`config.mk`:
```
export PLATFORM = sky130hd
export DESIGN_NAME = dhc_parser
export DESIGN_NICKNAME = d
export VERILOG_FILES = /design/src/hw/rtl/dhc_pkg.sv /design/src/hw/rtl/dhc_parser.sv
export SDC_FILE = /design/constraint.sdc
export NUM_CORES = 1
export LEC_CHECK = 0
export ABC_CLOCK_PERIOD_IN_PS = 10700
export BUFFER_PORTS_ARGS = -buffer_cell sky130_fd_sc_hd__buf_4
export CAP_MARGIN = 30
export CORE_UTILIZATION = 42
export CTS_BUF_LIST = sky130_fd_sc_hd__clkbuf_4 sky130_fd_sc_hd__clkbuf_8
export CTS_CLUSTER_SIZE = 40
export DETAILED_ROUTE_END_ITERATION = 10
export PLACE_DENSITY = 0.68
export SKIP_LAST_GASP = 1
export SLEW_MARGIN = 20
export SYNTH_ARGS = -nofsm -noshare
export SYNTH_HDL_FRONTEND = slang
export SYNTH_SLANG_ARGS = --single-unit
export TNS_END_PERCENT = 10
```
`constraint.sdc`:
```
create_clock -name clock -period 10.7 [get_ports clock]
set_clock_uncertainty 0.1 [all_clocks]
set_input_delay 0.535 -clock clock [delete_from_list [all_inputs] [get_ports clock]]
set_output_delay 0.535 -clock clock [all_outputs]
set_load 0.02 [all_outputs]
```
`src/hw/rtl/dhc_pkg.sv`:
```
// dhc_pkg: shared types and constants of the datagram header checker.
// Beat structs for both channels, config struct, result-push struct, error codes.
// No dependencies.
package dhc_pkg;

   localparam logic [2:0] ERR_OK      = 3'd0;
   localparam logic [2:0] ERR_SHORT   = 3'd1;
   localparam logic [2:0] ERR_MAGIC   = 3'd2;
   localparam logic [2:0] ERR_VERSION = 3'd3;
   localparam logic [2:0] ERR_TYPE    = 3'd4;
   localparam logic [2:0] ERR_LENGTH  = 3'd5;

   localparam logic [1:0] CSR_EXPECTED_VERSION = 2'd0;
   localparam logic [1:0] CSR_LOWEST_TYPE      = 2'd1;
   localparam logic [1:0] CSR_HIGHEST_TYPE     = 2'd2;

   localparam logic [7:0] MAGIC_TAB [8] = '{
      8'h4D, 8'h4F, 8'h53, 8'h48, 8'h43, 8'h50, 8'h31, 8'h00
   };

   typedef struct packed {
      logic [7:0] data_byte;
      logic       last_byte;
   } req_type;

   typedef struct packed {
      logic        result_kind;
      logic [7:0]  payload_byte;
      logic        accepted;
      logic [2:0]  error_code;
      logic [7:0]  packet_type;
      logic [63:0] xfer_id;
      logic [31:0] blk_id;
      logic [31:0] sym_id;
      logic [31:0] payload_length;
   } rsp_type;

   typedef struct packed {
      logic [7:0] expected_version;
      logic [7:0] lowest_type;
      logic [7:0] highest_type;
   } cfg_type;

   // results produced by one beat: count 0..2, first then second
   typedef struct packed {
      logic [1:0] count;
      rsp_type    first;
      rsp_type    second;
   } push_type;

endpackage

```
`src/hw/rtl/dhc_parser.sv`:
```
// dhc_parser: per-packet header state, payload counter and verdict logic.
// Depends on dhc_pkg.
module dhc_parser (
   input  logic             clock,
   input  logic             reset,
   input  logic             fire,
   input  dhc_pkg::req_type beat,
   input  dhc_pkg::cfg_type cfg,
   output dhc_pkg::push_type push
);

   localparam logic [4:0] HDR_LEN   = 5'd30;
   localparam logic [4:0] MAGIC_END = 5'd8;
   localparam logic [4:0] VER_POS   = 5'd8;
   localparam logic [4:0] TYPE_POS  = 5'd9;
   localparam logic [4:0] TID_END   = 5'd18;
   localparam logic [4:0] BID_END   = 5'd22;
   localparam logic [4:0] SID_END   = 5'd26;

   logic [4:0]  pos_ff, pos_in, pos_nxt;
   logic        magic_ff, magic_in, magic_nxt;
   logic [7:0]  ver_ff, ver_in, ver_nxt;
   logic [7:0]  type_ff, type_in, type_nxt;
   logic [63:0] tid_ff, tid_in, tid_nxt;
   logic [31:0] bid_ff, bid_in, bid_nxt;
   logic [31:0] sid_ff, sid_in, sid_nxt;
   logic [31:0] len_ff, len_in, len_nxt;
   logic [31:0] cnt_ff, cnt_in, cnt_nxt;
   logic        hdr;
   logic [7:0]  b;
   logic [2:0]  err;
   dhc_pkg::rsp_type pay_res, ver_res;

   assign b   = beat.data_byte;
   assign hdr = pos_ff < HDR_LEN;

   always_comb begin
      pos_nxt   = pos_ff;
      magic_nxt = magic_ff;
      ver_nxt   = ver_ff;
      type_nxt  = type_ff;
      tid_nxt   = tid_ff;
      bid_nxt   = bid_ff;
      sid_nxt   = sid_ff;
      len_nxt   = len_ff;
      cnt_nxt   = cnt_ff;
      if (hdr) begin
         pos_nxt = pos_ff + 5'd1;
         if (pos_ff < MAGIC_END) begin
            magic_nxt = magic_ff & (b == dhc_pkg::MAGIC_TAB[pos_ff[2:0]]);
         end else if (pos_ff == VER_POS) begin
            ver_nxt = b;
         end else if (pos_ff == TYPE_POS) begin
            type_nxt = b;
         end else if (pos_ff < TID_END) begin
            tid_nxt = {tid_ff[55:0], b};
         end else if (pos_ff < BID_END) begin
            bid_nxt = {bid_ff[23:0], b};
         end else if (pos_ff < SID_END) begin
            sid_nxt = {sid_ff[23:0], b};
         end else begin
            len_nxt = {len_ff[23:0], b};
         end
      end else if (cnt_ff != '1) begin
         cnt_nxt = cnt_ff + 32'd1;
      end
   end

   always_comb begin
      if (pos_nxt < HDR_LEN) begin
         err = dhc_pkg::ERR_SHORT;
      end else if (!magic_nxt) begin
         err = dhc_pkg::ERR_MAGIC;
      end else if (ver_nxt != cfg.expected_version) begin
         err = dhc_pkg::ERR_VERSION;
      end else if (type_nxt < cfg.lowest_type || type_nxt > cfg.highest_type) begin
         err = dhc_pkg::ERR_TYPE;
      end else if (cnt_nxt == '1 || cnt_nxt != len_nxt) begin
         err = dhc_pkg::ERR_LENGTH;
      end else begin
         err = dhc_pkg::ERR_OK;
      end
   end

   always_comb begin
      pay_res              = '0;
      pay_res.payload_byte = b;

      ver_res                = '0;
      ver_res.result_kind    = 1'b1;
      ver_res.accepted       = (err == dhc_pkg::ERR_OK);
      ver_res.error_code     = err;
      ver_res.packet_type    = type_nxt;
      ver_res.xfer_id        = tid_nxt;
      ver_res.blk_id         = bid_nxt;
      ver_res.sym_id         = sid_nxt;
      ver_res.payload_length = len_nxt;

      push.second = ver_res;
      if (hdr) begin
         push.first = ver_res;
         push.count = beat.last_byte ? 2'd1 : 2'd0;
      end else begin
         push.first = pay_res;
         push.count = beat.last_byte ? 2'd2 : 2'd1;
      end
      if (!fire) begin
         push.count = 2'd0;
      end
   end

   always_comb begin
      pos_in   = pos_ff;
      magic_in = magic_ff;
      ver_in   = ver_ff;
      type_in  = type_ff;
      tid_in   = tid_ff;
      bid_in   = bid_ff;
      sid_in   = sid_ff;
      len_in   = len_ff;
      cnt_in   = cnt_ff;
      if (fire) begin
         if (beat.last_byte) begin
            pos_in   = '0;
            magic_in = 1'b1;
            ver_in   = '0;
            type_in  = '0;
            tid_in   = '0;
            bid_in   = '0;
            sid_in   = '0;
            len_in   = '0;
            cnt_in   = '0;
         end else begin
            pos_in   = pos_nxt;
            magic_in = magic_nxt;
            ver_in   = ver_nxt;
            type_in  = type_nxt;
            tid_in   = tid_nxt;
            bid_in   = bid_nxt;
            sid_in   = sid_nxt;
            len_in   = len_nxt;
            cnt_in   = cnt_nxt;
         end
      end
   end

   always_ff @(posedge clock) begin
      if (reset) begin
         pos_ff   <= '0;
         magic_ff <= 1'b1;
         ver_ff   <= '0;
         type_ff  <= '0;
         tid_ff   <= '0;
         bid_ff   <= '0;
         sid_ff   <= '0;
         len_ff   <= '0;
         cnt_ff   <= '0;
      end else begin
         pos_ff   <= pos_in;
         magic_ff <= magic_in;
         ver_ff   <= ver_in;
         type_ff  <= type_in;
         tid_ff   <= tid_in;
         bid_ff   <= bid_in;
         sid_ff   <= sid_in;
         len_ff   <= len_in;
         cnt_ff   <= cnt_in;
      end
   end

   a_pos_bounded: assert property (@(posedge clock) disable iff (reset)
      pos_ff <= HDR_LEN)
      else $error("header position past header length");

   a_last_clears: assert property (@(posedge clock) disable iff (reset)
      fire && beat.last_byte |=> pos_ff == '0 && cnt_ff == '0 && magic_ff)
      else $error("packet state not cleared after last beat");

   a_two_results_order: assert property (@(posedge clock) disable iff (reset)
      push.count == 2'd2 |-> !push.first.result_kind && push.second.result_kind)
      else $error("payload result must precede verdict");

   a_payload_only_after_hdr: assert property (@(posedge clock) disable iff (reset)
      push.count != 2'd0 && !push.first.result_kind |-> pos_ff == HDR_LEN)
      else $error("payload result inside header");

endmodule

```
==> flow_summary.json <==
{
  "run_status": "finished, final reports clean",
  "overflow": 0,
  "internal-power_mw": 1.24,
  "wl_per_cell_um": 22.2,
  "grt_max_degree": 123,
  "grt_pass1_vias": 13000,
  "synth_area_mm2": 0.0135,
  "irDropWorstVdd_v": 0.0000621,
  "postPlaceCellArea_mm2": 0.0166,
  "synth_edf_count": 0,
  "design_area_mm2": 0.0174,
  "dp_hpwl_um": 38900,
  "setup-tns-final_ps": 0,
  "cts_inserted_buffers": 38,
  "grt_pass1_wl_um": 79700,
  "setup_slack_ps": 5160,
  "swShare_pct": 25.5,
  "dieArea_mm2": 0.0330,
  "maxSlewViolCount": 0,
  "path_clk_slew_ps": 60,
  "critPathKind": "reg -> out",
  "worst_pin_slew_ps": 979,
  "timing.critical_path.required_ps": 10070,
  "io_pins": 400,
  "viasPerCell": 5.69,
  "worstPathArrival_ps": 4910,
  "final_util_pct": 55.1,
  "die_w_um": 182,
  "cts_root_buf": "clkbuf_8",
  "endpoint_kind": "primary output",
  "synthFlopType": "dfxtp_1",
  "fp.dieH_um": 182,
  "tritoncts": "done",
  "syn_avg_cell_area_um2": 8.07,
  "area_growth_pct": 28.6,
  "yosysSeqAreaShare_pct": 31.6,
  "gp_congestion": 0.969,
  "reg2reg_depth": 11,
  "cp_max_fo": 11,
  "maxSlewHeadroom_pct": 34.7,
  "grt.total_usage_pct": 31.4,
  "clk_path_buf_depth": 3,
  "synthTopCellsByArea": "dfxtp_1, mux2_2, a22oi_1",
  "num_rows": 65,
  "wirelength_um": 53700,
  "p_leak_nw": 8.07,
  "setup_viol": 0,
  "postCtsHoldBufs": 0,
  "hold_start": "beat[6]",
  "fin_nets": 2045,
  "drive_above_1_share_pct": 31.4,
  "r2r-start": "pos_ff[1]",
  "floorplan.initialDensity_pct": 42.8,
  "rsz0062_at_grt": "no",
  "post-place-ws_ps": 5760,
  "p_comb_share_pct": 5.7,
  "fillCellCount": 3017,
  "drc": 0,
  "multiInputGateArea_mm2": 0.00843,
  "hold_path_depth": 3,
  "clock_sinks": 214,
  "clk_latency_ps": 550,
  "synth_cell_types": 69,
  "cts_max_level": 2,
  "synth.top_cell.area_share_pct": 31.6,
  "max_freq_ghz": 0.180,
  "pwr-share-clk_pct": 46.5,
  "cts_resized": 0,
  "portBuffers": 390,
  "hold_viol": 0,
  "critPathLaunchType": "register",
  "synth_top_area_cell": "dfxtp_1",
  "p_switching_uw": 425,
  "async_flop_share_pct": 0,
  "p_seq_share_pct": 47.9,
  "fin_crit_sh_pct": 51.8,
  "min-delay-path-class": "in -> reg",
  "design.core.area_mm2": 0.0316,
  "dp_cells": 2345,
  "period_minus_slack_ps": 5540,
  "drt_pre_antenna_iters": 5,
  "drtIter0Drc": 935,
  "antenna_found_initial": 1,
  "netlist_instances": 1679,
  "ys_warn_count": 0,
  "power.density_mw_per_mm2": 95.8,
  "ys_ff_latch": 214,
  "seq_area_mm2": 0.00428,
  "drv_cap": 0,
  "crit_start": "cnt_ff[0]",
  "layout.cells.non_filler": 2417,
  "postCtsSetupBuffers": 0,
  "synth_common_cells": "nor2_1, dfxtp_1, a22oi_1, and2_1, mux2_2",
  "synth_most_common_cell": "nor2_1",
  "ant_nets": 0,
  "vias": 13700
}
registers in the layout, indices dropped and copies added (netlist names):
| signal | count |
|---|---|
| cnt_ff | 32 |
| tid_ff | 64 |
| ver_ff | 8 |
| sid_ff | 32 |
| bid_ff | 32 |
| len_ff | 32 |
| pos_ff | 5 |
| magic_ff | 1 |
| type_ff | 8 |
critical path, cell delays in order (launching register included):
cell and delay, ps:
dfxtp_1 510, ha_1 300, and3_1 300, nand4_2 340
nor4_1 570, xor2_1 240, a2111oi_0 600, nand4_1 230
nor4_1 580, nand4_1 250, nor3_1 270, buf_4 180
through the flow:
| stage | total power [mW] | hold WS, ps |
|---|---|---|
| global route | 1.73 | 210 |
| CTS | 1.68 | 173 |
| detailed placement | 0.906 | 390 |
| global placement | 0.904 | 387 |
| finish | 1.67 | 195 |
| floorplan | 0.872 | 356 |
cell usage in the layout, fill, tap and decap left out, types with 10 or more instances in the layout:
cell	instances
a22oi_1	186
inv_1	63
xnor2_1	40
and3_1	13
a21oi_1	52
nor4_1	16
mux2i_1	39
dfxtp_1	214
xor2_1	15
mux2_2	130
and2_1	155
o21ai_0	41
clkbuf_8	42
nand2_1	63
nor3_1	29
clkbuf_4	17
nand3_1	22
ha_1	23
nor2_1	277
nand4_1	23
nor2b_1	10
buf_4	405
power by group through the flow:
stage | logic [mW] | clock network [mW] | registers, mW
after global placement | 0.0878 | 0 | 0.816
after floorplan | 0.0564 | 0 | 0.815
after global routing | 0.101 | 0.830 | 0.798
after CTS | 0.0902 | 0.789 | 0.798
final | 0.0943 | 0.776 | 0.798
after detailed placement | 0.0900 | 0 | 0.816
worst paths after layout:
check | slack (ps) | end
setup / recovery | 5160 | push[352]
hold / removal | 200 | ver_ff[5]
setup reg to reg | 7210 | magic_ff
hold reg to reg | 410 | magic_ff
cells by family (layout without fill, tap and decap cells):
family / count (synthesis) / count (layout) / share of synthesized area, %
and+or+nand+nor: 658 / 658 / 24.8
AOI/OAI and AO/OA: 338 / 338 / 17.1
buffers and inverters: 217 / 545 / 6.50
DFF: 214 / 214 / 31.6
muxes: 169 / 169 / 13.7
xor gates and xnor gates: 58 / 58 / 4.05
adders and majority gates: 23 / 23 / 2.12
other: 2 / 10 / 0.0554
layer usage:
layer  part of all wire, %  track usage [%]  wire length [um]
met5                     0                0                 0
met4                   2.9             10.5              1560
met3                   6.1             5.01              3250
met2                    48             53.7             25900
met1                    43             40.1             23000
final cells by class:
cell class | count | share of cell area, %
well taps | 402 | 2.89
diodes | 1 | 0.0144
clock inverters | 9 | 0.309
repair buffers | 412 | 18.3
clock buffers | 59 | 4.05
inverters | 65 | 1.43
multi-input cells | 1255 | 48.4
flip-flops and latches | 214 | 24.6
Note: power is estimated with default switching activity, not from simulation.
